### config.mk
export PLATFORM = sky130hd
export DESIGN_NAME = rcwt_seg_store
export DESIGN_NICKNAME = d
export VERILOG_FILES = /design/src/rtl/core/rcwt_seg_store.sv
export SDC_FILE = /design/constraint.sdc
export NUM_CORES = 2
export LEC_CHECK = 0
export BUFFER_PORTS_ARGS = -buffer_cell sky130_fd_sc_hd__buf_2
export CORE_ASPECT_RATIO = 1.25
export CORE_MARGIN = 5
export CORE_UTILIZATION = 30
export CTS_CLUSTER_DIAMETER = 50
export DETAILED_ROUTE_END_ITERATION = 16
export SYNTH_ARGS = -nofsm -noshare
export SYNTH_HDL_FRONTEND = slang
export SYNTH_SLANG_ARGS = --single-unit
### constraint.sdc
create_clock -name aclk -period 14.65 [get_ports aclk]
set_input_delay 1.465 -clock aclk [delete_from_list [all_inputs] [get_ports aclk]]
set_output_delay 1.465 -clock aclk [all_outputs]
set_load 0.03 [all_outputs]
### src/rtl/core/rcwt_seg_store.sv
// Circular store of unacknowledged segments (seqno, length).
`default_nettype none
module rcwt_seg_store #(
    parameter int DEPTH = 64,
    parameter int AW    = 6
) (
    input  wire logic          aclk,
    input  wire logic          wr_en,
    input  wire logic [AW-1:0] wr_addr,
    input  wire logic [31:0]   wr_seqno,
    input  wire logic [15:0]   wr_length,
    input  wire logic [AW-1:0] rd_addr,
    output logic [31:0]        rd_seqno,
    output logic [15:0]        rd_length
);
    logic [47:0] mem [DEPTH];

    always_ff @(posedge aclk) begin
        if (wr_en) begin
            mem[wr_addr] <= {wr_seqno, wr_length};
        end
        {rd_seqno, rd_length} <= mem[rd_addr];
    end
endmodule
`default_nettype wire

Word level (Yosys, flattened, before mapping)
Memory sizes are Yosys's and may differ from the RTL's. A register that Yosys moved wholly into a read port is not among the register bits.
Cells that the tools add are included.
{ "op_classes": {"add_sub_neg": 0, "multipliers": 0, "div_mod_pow": 0, "n_lt_le_gt_ge": 0, "eq_ne": 0, "n_shift": 0, "n_mux": 2, "bitwise_logic": 0, "reduce_logical": 0} }
{ "ops": {"columns": ["op", "count"], "rows": [
  ["$mux W1", 2]
]} }
{ "word_totals": {"regBits": 0, "latch_bits": 0, "mem_bits_rw": 3072, "rom_bits": 0, "inputBits": 62, "output_inout_bits": 48, "n_memories": 1} }
{ "mem_list": {"columns": ["memory", "depth", "word_bits", "read_ports", "rd_ports_with_merged_regs", "write_ports", "line_no", "rtl"], "rows": [
  ["mem", 64, 48, 1, 1, 1, "16", "logic [47:0] mem [DEPTH];"]
]} }

Logic depth before layout (Yosys ltp)
{ "logic_depth": {"depth_word": 2, "depth_mapped": 9, "ltp_nobuf": 5} }

Least setup slack after synthesis
OpenSTA, ideal clock, no wires.
{ "synth_timing": {"path_kind": "input to register", "from": "input wr_addr[3]", "to": "memory mem[48][0] (enable)", "setup_time_ns": 0.513, "arrival_ns": 5.237, "slack_ns": 8.900, "path_stages": 4, "n_path_buf": 1, "path_cell_list": "clkbuf_1 nor2b_1 nand4b_1 nor3_1"} }
{ "synth_rtl": {"columns": ["item", "line_no", "rtl"], "rows": [
  ["start, declared", "9", "input wire logic [AW-1:0] wr_addr,"],
  ["end, declared", "16", null]
]} }
No word-level cell before the write port.

==> results.ini <==
[route]
routedWlPerCell_um=30.2
ant_nets=0
vias=56100
wirelength_um=323000
viasPerCell=5.24
drc=0
drt_iter0_drc=7001
firstDrtPassIters=5

[critical_path]
rr_startpoint=mem[46][46]
rrSetupSlack_ns=12.60
endpoint_kind=flop
crit_chain=buf_12, buf_12, buf_4, buf_4, mux4_2, mux2i_1, nor2_1, a311oi_1, a211oi_1
path_class=input pin to flop
crit_buf_inv=4
crit_start=rd_addr[0]
crit_path_top_delay_cell=buf_4
cp_max_fo=99
max_stage_delay_ns=0.83
worstPathArrival_ns=5.81
path_delay_family=buffers and inverters
cp.required_ns=15.34
start_kind=input pin

[synthesis]
avgSynthCellArea_um2=23.6
synth_top_family_by_area=multiplexers
seq_area_frac_synth_pct=79.6
synthXorXnorAreaFrac_pct=0
synth_compound_area_share_pct=3.02
syn_inst=4970
synth.top_cell.area_share_pct=78.8
yosysTopAreaCell=edfxtp_1
ys_ff_latch=3120
muxShareOfSynthArea_pct=15.2
syn_nets=5032
yosysWarnings=0
yosys.area_share.adder_pct=0
yosys.area_share.simple_pct=0.957
synth_cell_types=36
netlist_top_cells_area=edfxtp_1, mux4_2, dfxtp_1, o22ai_1, a221oi_1
syn_area_mm2=0.117

[clocking]
cts_setup_buffers=0
clock_path_buffers=4
tritoncts=built
cts_inserted_buffers=314
htreeDepth=5
cts.sinks=3120
insertion_delay_ns=0.86
path_clk_slew_ns=0.06
cts_resized=0
cts_hold_buf=0
cts_root_buffer=clkbuf_16

[hold_path]
hold_start=mem[58][36]
min_path_type=flop to flop

[run]
drv_cap=0

[cells_and_area]
nets=5343
syn_to_final_growth_pct=14.8
drive_above_1_share_pct=28.3
final_cells=10700

[grt]
antenna_found_initial=50
grt_max_degree=121
grt-ovfl-total=0
grt_pass1_wl_um=451000
grt_pass1_vias=57800
gr-usage-all-layers_pct=15.6

[floorplan]
fp.dieH_um=709
dieArea_mm2=0.403
row_count=256
io_pins=110
die_w_um=569
core_region_area_mm2=0.389
start_util_pct=30.1

[placed_design]
place_hpwl_um=180000
place_inst=10100
port_buffers=109
globalplace.congestion=0.764
place_ws_ns=8.50

[power]
p_leak_uw=0.0408
sw_frac_of_total_pct=21.2
power.share.clock_pct=41.9
seqPwrFrac_pct=53.4
p_int_uw=14600
p_sw_uw=3940
power.share.combinational_pct=4.7
power_uw=18600
p_per_area_mw_per_mm2=138
ir_drop_mv=0.100

[timing]
rsz0062_at_grt=no
finalCriticalPeriod_ns=5.12
fmax_mhz=195
setup_viol=0
slew_headroom_pct=20.7
layout_setup_ws_ns=9.53
fin_crit_sh_pct=35.0
fin_skew_ns=0.0402
tns_ns=0
drv_slew=0
final_hold_viol_count=0
worst_pin_slew_ns=1.19

[run_status]
status=finished, final reports clean

[cells in the mapped netlist (all sizes together)]
| cell | count |
|---|---|
| a211oi | 32 |
| a21oi | 74 |
| a221oi | 83 |
| a22o | 57 |
| a22oi | 72 |
| a311o | 1 |
| a311oi | 11 |
| a31o | 5 |
| a31oi | 1 |
| and2 | 3 |
| and3 | 1 |
| buf | 183 |
| clkbuf | 99 |
| dfxtp | 48 |
| edfxtp | 3072 |
| mux2 | 12 |
| mux2i | 63 |
| mux4 | 754 |
| nand2 | 55 |
| nand2b | 10 |
| nand3 | 7 |
| nand3b | 5 |
| nand4 | 2 |
| nand4b | 1 |
| nor2 | 132 |
| nor2b | 24 |
| nor3 | 3 |
| o221ai | 28 |
| o22ai | 122 |
| or2 | 3 |
| or3 | 3 |
| or3b | 4 |
[per-stage QoR]
step / hold slack (ns) / cell area [µm²] / utilization (%)
after detailed placement: 0.746 / 125000 / 32.0
final: 0.760 / 134000 / 34.6
after global placement: 0.769 / 125000 / 32.0
after CTS: 0.755 / 134000 / 34.6
after floorplan: 0.710 / 117000 / -
after global routing: 0.830 / 134000 / 34.6
[placed cells by master (no fill, tap or decap), types with 4 or more instances in the layout]
master,synthesis,final
mux4_2,754,754
or3b_2,4,4
a22o_1,57,57
mux2_2,12,12
mux2i_1,63,63
buf_12,0,7
a311oi_1,11,11
a22oi_1,72,72
o22ai_1,122,122
inv_8,0,5
a21oi_1,74,74
a31o_2,5,5
clkbuf_1,98,65
clkinv_8,0,6
nor2b_1,24,20
nand3_1,7,6
buf_4,62,162
inv_6,0,9
nor2_1,132,68
edfxtp_1,3072,3072
buf_2,98,106
a211oi_1,32,32
nand2b_1,10,8
dfxtp_1,48,48
o221ai_1,28,28
diode_2,0,22
a221oi_1,83,83
nor2_4,0,64
clkinvlp_4,0,10
bufinv_16,0,23
clkinv_1,0,60
clkinv_2,0,47
nor2b_4,0,4
nand2_1,55,53
clkbuf_16,0,320
nand3b_1,5,5
clkbuf_8,0,7
[cell type report]
type / instances / area (µm²)
multi-input cells: 1568 / 22900
clock buffers: 392 / 8350
fillers: 35800 / 254000
diodes: 22 / 55.1
repair buffers: 277 / 1920
flip-flops and latches: 3120 / 93200
well taps: 5160 / 6460
clock inverters: 164 / 1510
[flip-flops by register name (all words and copies together), names as in the netlist]
| register | count |
|---|---|
| rd_seqno | 32 |
| mem | 3072 |
| rd_length | 16 |
[worst paths after layout]
path                  end  cells past startpoint
max reg2reg  rd_seqno[30]                      6
min reg2reg  rd_seqno[20]                      4
max           rd_seqno[4]                      9
min          rd_seqno[20]                      4
[cell families after synthesis]
group                  count (synthesis)
AOI/OAI and AO/OA                    486
buffers and inverters                282
DFF                                 3120
muxes                                829
and+or+nand+nor                      253
[metal layers]
layer | part of all wire, % | global-route usage (%) | vias up | routed length [µm]
li1 | - | - | 22200 | -
met1 | 38 | 20.0 | 30600 | 123000
met2 | 50 | 26.8 | 2669 | 163000
met3 | 8.4 | 3.00 | 605 | 27000
met4 | 3.3 | 5.04 | 10 | 10800
met5 | 0.021 | 0 | - | 69
[worst min-delay path, delay by kind of cell (launching register included)]
family | cells | cell delay (ns)
AOI/OAI and AO/OA | 1 | 0.15
DFF | 1 | 0.32
muxes | 1 | 0.06
and+or+nand+nor | 2 | 0.20
[power by group through the flow]
stage,logic (µW),clock network (µW),registers [µW]
floorplan,472,0,10100
global placement,864,0,10100
detailed placement,881,0,10100
CTS,882,7920,9930
global route,926,8310,9930
finish,871,7790,9930
(Power assumes the default switching activity.)
