<file path="src/rtl/core/rcwt_pkg.sv">
// Shared types and constants for the Reno congestion window tracker.
`default_nettype none
package rcwt_pkg;
    localparam logic [1:0] ACT_SEND = 2'd0;
    localparam logic [1:0] ACT_ACK  = 2'd1;
    localparam logic [1:0] ACT_TICK = 2'd2;

    localparam logic [1:0] REG_MSS      = 2'd0;
    localparam logic [1:0] REG_ICWND    = 2'd1;
    localparam logic [1:0] REG_ISSTHR   = 2'd2;
    localparam logic [1:0] REG_TIMEOUT  = 2'd3;

    localparam logic [31:0] SERIAL_HALF   = 32'h8000_0000;
    localparam logic [1:0]  DUP_THRESHOLD = 2'd3;

    typedef enum logic [3:0] {
        ST_IDLE,
        ST_DISPATCH,
        ST_DIV,
        ST_POP_RD,
        ST_POP_CHK,
        ST_DONE
    } state_t;

    // divider control/status
    typedef struct packed {
        logic        start;
        logic [31:0] dividend_hi;
        logic [31:0] dividend_lo;
        logic [31:0] divisor;
    } div_req_t;

    typedef struct packed {
        logic        done;
        logic [63:0] quotient;
    } div_rsp_t;
endpackage
`default_nettype wire

</file>
<file path="src/rtl/core/rcwt_divider.sv">
// Radix-2 restoring divider, one quotient bit per cycle.
`default_nettype none
module rcwt_divider (
    input  wire logic              aclk,
    input  wire logic              aresetn,
    input  wire rcwt_pkg::div_req_t req,
    output rcwt_pkg::div_rsp_t     rsp
);
    import rcwt_pkg::*;

    logic [63:0] quo_reg, quo_next;
    logic [32:0] rem_reg, rem_next;
    logic [31:0] dsr_reg, dsr_next;
    logic [6:0]  cnt_reg, cnt_next;
    logic        busy_reg, busy_next;
    logic        done_reg, done_next;
    logic [32:0] trial;

    always_comb begin
        quo_next  = quo_reg;
        rem_next  = rem_reg;
        dsr_next  = dsr_reg;
        cnt_next  = cnt_reg;
        busy_next = busy_reg;
        done_next = 1'b0;
        trial     = {rem_reg[31:0], quo_reg[63]} - {1'b0, dsr_reg};
        if (req.start) begin
            quo_next  = {req.dividend_hi, req.dividend_lo};
            rem_next  = '0;
            dsr_next  = req.divisor;
            cnt_next  = 7'd64;
            busy_next = 1'b1;
        end else if (busy_reg) begin
            if (!trial[32]) begin
                rem_next = trial;
                quo_next = {quo_reg[62:0], 1'b1};
            end else begin
                rem_next = {rem_reg[31:0], quo_reg[63]};
                quo_next = {quo_reg[62:0], 1'b0};
            end
            cnt_next = cnt_reg - 7'd1;
            if (cnt_reg == 7'd1) begin
                busy_next = 1'b0;
                done_next = 1'b1;
            end
        end
    end

    always_ff @(posedge aclk) begin
        if (!aresetn) begin
            busy_reg <= 1'b0;
            done_reg <= 1'b0;
            cnt_reg  <= '0;
        end else begin
            busy_reg <= busy_next;
            done_reg <= done_next;
            cnt_reg  <= cnt_next;
        end
        quo_reg <= quo_next;
        rem_reg <= rem_next;
        dsr_reg <= dsr_next;
    end

    assign rsp.done     = done_reg;
    assign rsp.quotient = quo_reg;
endmodule
`default_nettype wire

</file>
<file path="config.mk">
export PLATFORM = sky130hd
export DESIGN_NAME = rcwt_divider
export DESIGN_NICKNAME = d
export VERILOG_FILES = /design/src/rtl/core/rcwt_pkg.sv /design/src/rtl/core/rcwt_divider.sv
export SDC_FILE = /design/constraint.sdc
export NUM_CORES = 1
export LEC_CHECK = 0
export ABC_CLOCK_PERIOD_IN_PS = 2700
export BUFFER_PORTS_ARGS = -buffer_cell sky130_fd_sc_hd__buf_2
export CORE_MARGIN = 1.5
export CORE_UTILIZATION = 40
export DETAILED_ROUTE_END_ITERATION = 10
export PLACE_DENSITY = 0.68
export SLEW_MARGIN = 40
export SYNTH_ARGS = -nofsm -noshare
export SYNTH_HDL_FRONTEND = slang
export SYNTH_SLANG_ARGS = --single-unit
</file>
<file path="constraint.sdc">
create_clock -name aclk -period 2.7 [get_ports aclk]
set_input_delay 0 -clock aclk [delete_from_list [all_inputs] [get_ports aclk]]
set_output_delay 0 -clock aclk [all_outputs]
set_load 0.02 [all_outputs]
</file>
-- Yosys cells after proc, flatten, opt, wreduce, memory -nomap -nowiden
Index checks and enable logic that the tools add are counted.
- flip-flop bits (word level): 137
- input bits: 99
- $add $sub $neg: 2
- equality and inequality tests: 1
- muxes and demuxes: 10
- bitwise logic cells: 2
- reduce and logical (&&, ||, !) cells: 3
- operators with widths (kind ; count):
    64-bit two-way mux ; 2
    33-bit by 32-bit subtractor with 33-bit output ; 1
    32-bit two-way mux ; 1
    7-bit two-way mux ; 2
    7-bit by 1-bit == test with 1-bit output (second input constant) ; 1
    7-bit by 1-bit subtractor with 7-bit output (second input constant) ; 1
    1-bit two-way mux ; 5
    3-bit OR reduction ; 1
    1-bit NOT ; 2
    2-bit nonzero test ; 1
    2-bit OR reduction ; 1

-- Logic depth before layout (Yosys ltp)
- depth after elaboration: 4
- gate-level depth with buffers: 13
- depth with buffers taken out: 11

-- Worst setup path after synthesis
OpenSTA, ideal clock, no wires.
- path type: register -> register
- start: register quo_reg[63]
- end: register rem_reg[1]
- data arrival time: 2.903 ns
- slack: -0.320 ns
- cell stages (with the launch flop): 13
- path buffers: 1
- clock period less this slack: 3.020 ns
- path through: edfxtp_1 > inv_1 > ha_1 > fa_1 > nand2b_1 > a21o_1 > a21o_1 > a311o_1 > a21oi_4 > a41o_1 > buf_2 > o21ai_0 > a32o_1
- cells in the longest elaborated chain, start to end: 2
- ends and longest elaborated chain (item ; RTL line ; RTL):
    start: declaration ; rcwt_divider.sv:11 ; logic [63:0] quo_reg, quo_next;
    start signal: assignment ; rcwt_divider.sv:59 ; quo_reg <= quo_next;
    33-bit by 32-bit subtractor with 33-bit output ; rcwt_divider.sv:26 ; trial = {rem_reg[31:0], quo_reg[63]} - {1'b0, dsr_reg};
    32-bit two-way mux ; rcwt_divider.sv:34 ; if (!trial[32]) begin
    end signal: assignment ; rcwt_divider.sv:60 ; rem_reg <= rem_next;
    end: declaration ; rcwt_divider.sv:12 ; logic [32:0] rem_reg, rem_next;
No other way between the ends.
A chain may end at the register's enable or synchronous reset.

-- Final worst setup path
- start: register dsr_reg[0]
- end: register rem_reg[20]
- cells in the longest elaborated chain, start to end: 2
- ends and longest elaborated chain (item ; RTL line ; RTL):
    start: declaration ; rcwt_divider.sv:13 ; logic [31:0] dsr_reg, dsr_next;
    start signal: assignment ; rcwt_divider.sv:61 ; dsr_reg <= dsr_next;
    33-bit by 32-bit subtractor with 33-bit output ; rcwt_divider.sv:26 ;
    32-bit two-way mux ; rcwt_divider.sv:34 ;
No other way between the ends.

==> summary.txt <==
Run status
  • Run status: complete, but fails checks
  • Violated checks: setup timing

Routing
  • Initial DRC count: 534
  • DRC: 0
  • Average routed wire per standard cell: 17.04 µm
  • First-pass DRT Iterations: 5
  • Post-DRT Antenna Nets: 0
  • Detailed-route wire length: 22190 µm
  • Routed via count divided by cell count: 5.333
  • Overall via count from detail_route: 6944

Setup path
  • Crit-path max FO: 7
  • Worst endpoint required time: 3.02 ns
  • Kind of start point of the critical path: register
  • Data arrival at the endpoint of the critical path: 3.33 ns
  • Setup CP Type: reg -> reg
  • Capturing element type of the critical path: register

Timing
  • Final hold violation count: 0
  • Total Negative Setup Slacks: -7.358 ns
  • Worst slew pin tran: 0.6938 ns
  • Worst clock skew: 0.01011 ns
  • Final setup violation count: 33
  • Peak Freq: 0.3320 GHz
  • Final number of max-transition violations: 0
  • Worst setup slack after layout: -0.3122 ns
  • Part of the cycle the worst path needs: 111.6%
  • Post-layout min period: 3.012 ns
  • RSZ-0062 raised after global routing: yes
  • Relative max-transition margin: 53.75%

Placed design
  • Detail Placement HPWL: 14380 µm
  • # placed instances: 1153
  • Final weighted congestion of routability-driven global placement: 0.8469
  • Count of buffers from port buffering: 163

Power and ir drop
  • Worst supply voltage drop on vdd: 0.0005467 V
  • PD cells: 582.1 nW/µm²
  • Total power of the final layout: 6.623 mW
  • Reported leakage power: 4.865 nW

CTS
  • Clock input transition at the sequential cells of the worst setup and hold paths: 0.07 ns
  • Number of levels in the clock H-tree: 4
  • Max Root-Sink Buffers: 2
  • Clock sinks: 137
  • Clock tree root driver cell: sky130_fd_sc_hd__clkbuf_16
  • Cts bufs inserted: 17
  • Clock latency at the later pin of the worst-skew pair: 0.43 ns
  • Clock tree from TritonCTS: built

Yosys
  • Number of enable-type register cells in the synthesized netlist: 96
  • Average footprint of a synthesized cell: 10.95 µm²
  • FF+latch count, synth: 137
  • Post-synthesis net count: 826
  • Portion of the post-synthesis area used by sequential elements: 48.88%
  • Prevailing post-synth register cell: sky130_fd_sc_hd__edfxtp_1
  • Number of instances in the synthesized netlist: 692
  • Post-Syn Area: 7577 µm²
  • Cell variety after synth: 63
  • Share of synthesized flip-flops with an asynchronous set or reset: 0%
  • YS warnings: 0

GRT
  • Initial antenna violation count: 0
  • Grt ovf: 0
  • Overall Global Routing Usage: 22.65%
  • Number of global-route vias before repair: 6845
  • Global-route wire length before repair: 34960 µm
  • Largest net degree at the start of global routing: 120

Finish
  • Post-layout net count: 1189
  • Antenna cell count: 0
  • Syn-to-layout area delta: 50.15%
  • Share of cells above drive strength 1: 39.98%
  • Max reg flops: 64
  • Non-filler instance count after layout: 1302
  • Leading cell types in the layout, fill and taps excluded: 163 x sky130_fd_sc_hd__buf_2, 98 x sky130_fd_sc_hd__dlygate4sd3_1, 98 x sky130_fd_sc_hd__buf_4
  • Most common cell after layout, fill and taps aside: sky130_fd_sc_hd__buf_2

Run
  • Count of maximum capacitance violations: 0

Die
  • Die Y-Extent: 140.6 µm
  • Die Outline Area: 19780 µm²
  • Row count: 50
  • Area of the placeable core: 18640 µm²
  • Ports: 164
  • Die extent in x: 140.6 µm
  • Effective utilization at floorplan: 40.64%

Hold path
  • Kind of path behind the tightest hold check: in -> reg
cells in the mapped netlist, types with 16 or more instances:
cell,n,area [µm²]
sky130_fd_sc_hd__edfxtp_1,96,2883
sky130_fd_sc_hd__ha_1,34,425.4
sky130_fd_sc_hd__nand3_1,22,110.1
sky130_fd_sc_hd__inv_1,39,146.4
sky130_fd_sc_hd__a21o_1,17,127.6
sky130_fd_sc_hd__nor2_1,61,229.0
sky130_fd_sc_hd__mux2_2,63,709.4
sky130_fd_sc_hd__o21ai_0,38,190.2
sky130_fd_sc_hd__clkbuf_1,21,78.83
sky130_fd_sc_hd__a21oi_1,28,140.1
sky130_fd_sc_hd__a311oi_1,22,192.7
sky130_fd_sc_hd__dfxtp_1,41,820.8
sky130_fd_sc_hd__xor2_1,16,140.1
sky130_fd_sc_hd__nand2_1,36,135.1
sky130_fd_sc_hd__xnor2_1,16,140.1
worst max-delay path: stages (launching register included):
cell                       delay (ns)
sky130_fd_sc_hd__edfxtp_1        0.42
sky130_fd_sc_hd__ha_4            0.19
sky130_fd_sc_hd__fa_2            0.33
sky130_fd_sc_hd__nand2b_4        0.15
sky130_fd_sc_hd__a21o_1          0.18
sky130_fd_sc_hd__a21o_1          0.17
sky130_fd_sc_hd__a311o_1         0.32
sky130_fd_sc_hd__a21oi_4         0.21
sky130_fd_sc_hd__buf_6           0.13
sky130_fd_sc_hd__a41o_4          0.27
sky130_fd_sc_hd__buf_6           0.16
sky130_fd_sc_hd__o21ai_2         0.06
sky130_fd_sc_hd__a311oi_1        0.31
metrics by stage:
| stage | instance area [µm²] | hold WS, ns | utilization, % | setup slack, ns |
|---|---|---|---|---|
| floorplan | 7636 | 0.09887 | - | -0.2077 |
| global placement | 9365 | 0.1773 | 50.23 | -0.2381 |
| detailed placement | 9365 | 0.1781 | 50.23 | -0.3188 |
| CTS | 11220 | 0.2579 | 60.16 | -0.2260 |
| global route | 11380 | 0.2651 | 61.03 | -0.4107 |
| finish | 11380 | 0.2768 | 61.03 | -0.3122 |
final cells by class:
class / instances / area, µm²
Fill cell: 1482 / 7266
Multi-Input combinational cell: 480 / 3817
Sequential cell: 137 / 3704
Timing Repair Buffer: 380 / 2828
Clock buffer: 18 / 429.2
Tap cell: 234 / 292.8
Clock inverter: 14 / 160.2
Inverter: 39 / 146.4
layer usage:
metal / GRT usage (%) / part of all wire [%] / vias up
li1: - / - / 3342
met1: 29.08 / 43 / 3265
met2: 37.33 / 48 / 297
met3: 5.842 / 7.2 / 40
met4: 7.511 / 2.0 / 0
met5: 0 / 0 / -
final timing paths:
path,startpoint,end,slack (ns),cells after the start
setup / recovery,dsr_reg[0]$_DFFE_PP_,rem_reg[20]$_SDFFE_PP0P_,-0.31,12
hold / removal,req[13],dsr_reg[13]$_DFFE_PP_,0.28,2
setup reg to reg,dsr_reg[0]$_DFFE_PP_,rem_reg[20]$_SDFFE_PP0P_,-0.31,12
hold reg to reg,cnt_reg[1]$_SDFFE_PP0P_,cnt_reg[1]$_SDFFE_PP0P_,0.50,2
where the power goes:
| group | internal, mW | switching, mW |
|---|---|---|
| Clock | 1.31 | 1.04 |
| Sequential | 2.46 | 0.109 |
| Combinational | 0.801 | 0.895 |
| Total | 4.58 | 2.05 |
cell families (layout without fill, tap and decap cells):
family / after synthesis / count (layout) / synth area share [%]
muxes: 65 / 65 / 9.627
adders and majority gates: 35 / 35 / 5.879
AOI/OAI and AO/OA: 169 / 170 / 16.28
xor gates and xnor gates: 32 / 32 / 3.699
and+or+nand+nor: 178 / 178 / 11.36
buffers and inverters: 76 / 451 / 4.277
DFF: 137 / 137 / 48.88
what timing repair did:
action / in CTS / in global routing
resized for setup: 43 / 34
pin swaps: 13 / 13
endpoints found under the setup margin: 33 / 33
hold buffers: 98 / 0
gates cloned: 4 / 1
setup buffers: 10 / 5
hold endpoints to repair: 113 / 0
No activity file was read; power rests on OpenSTA's default activity.
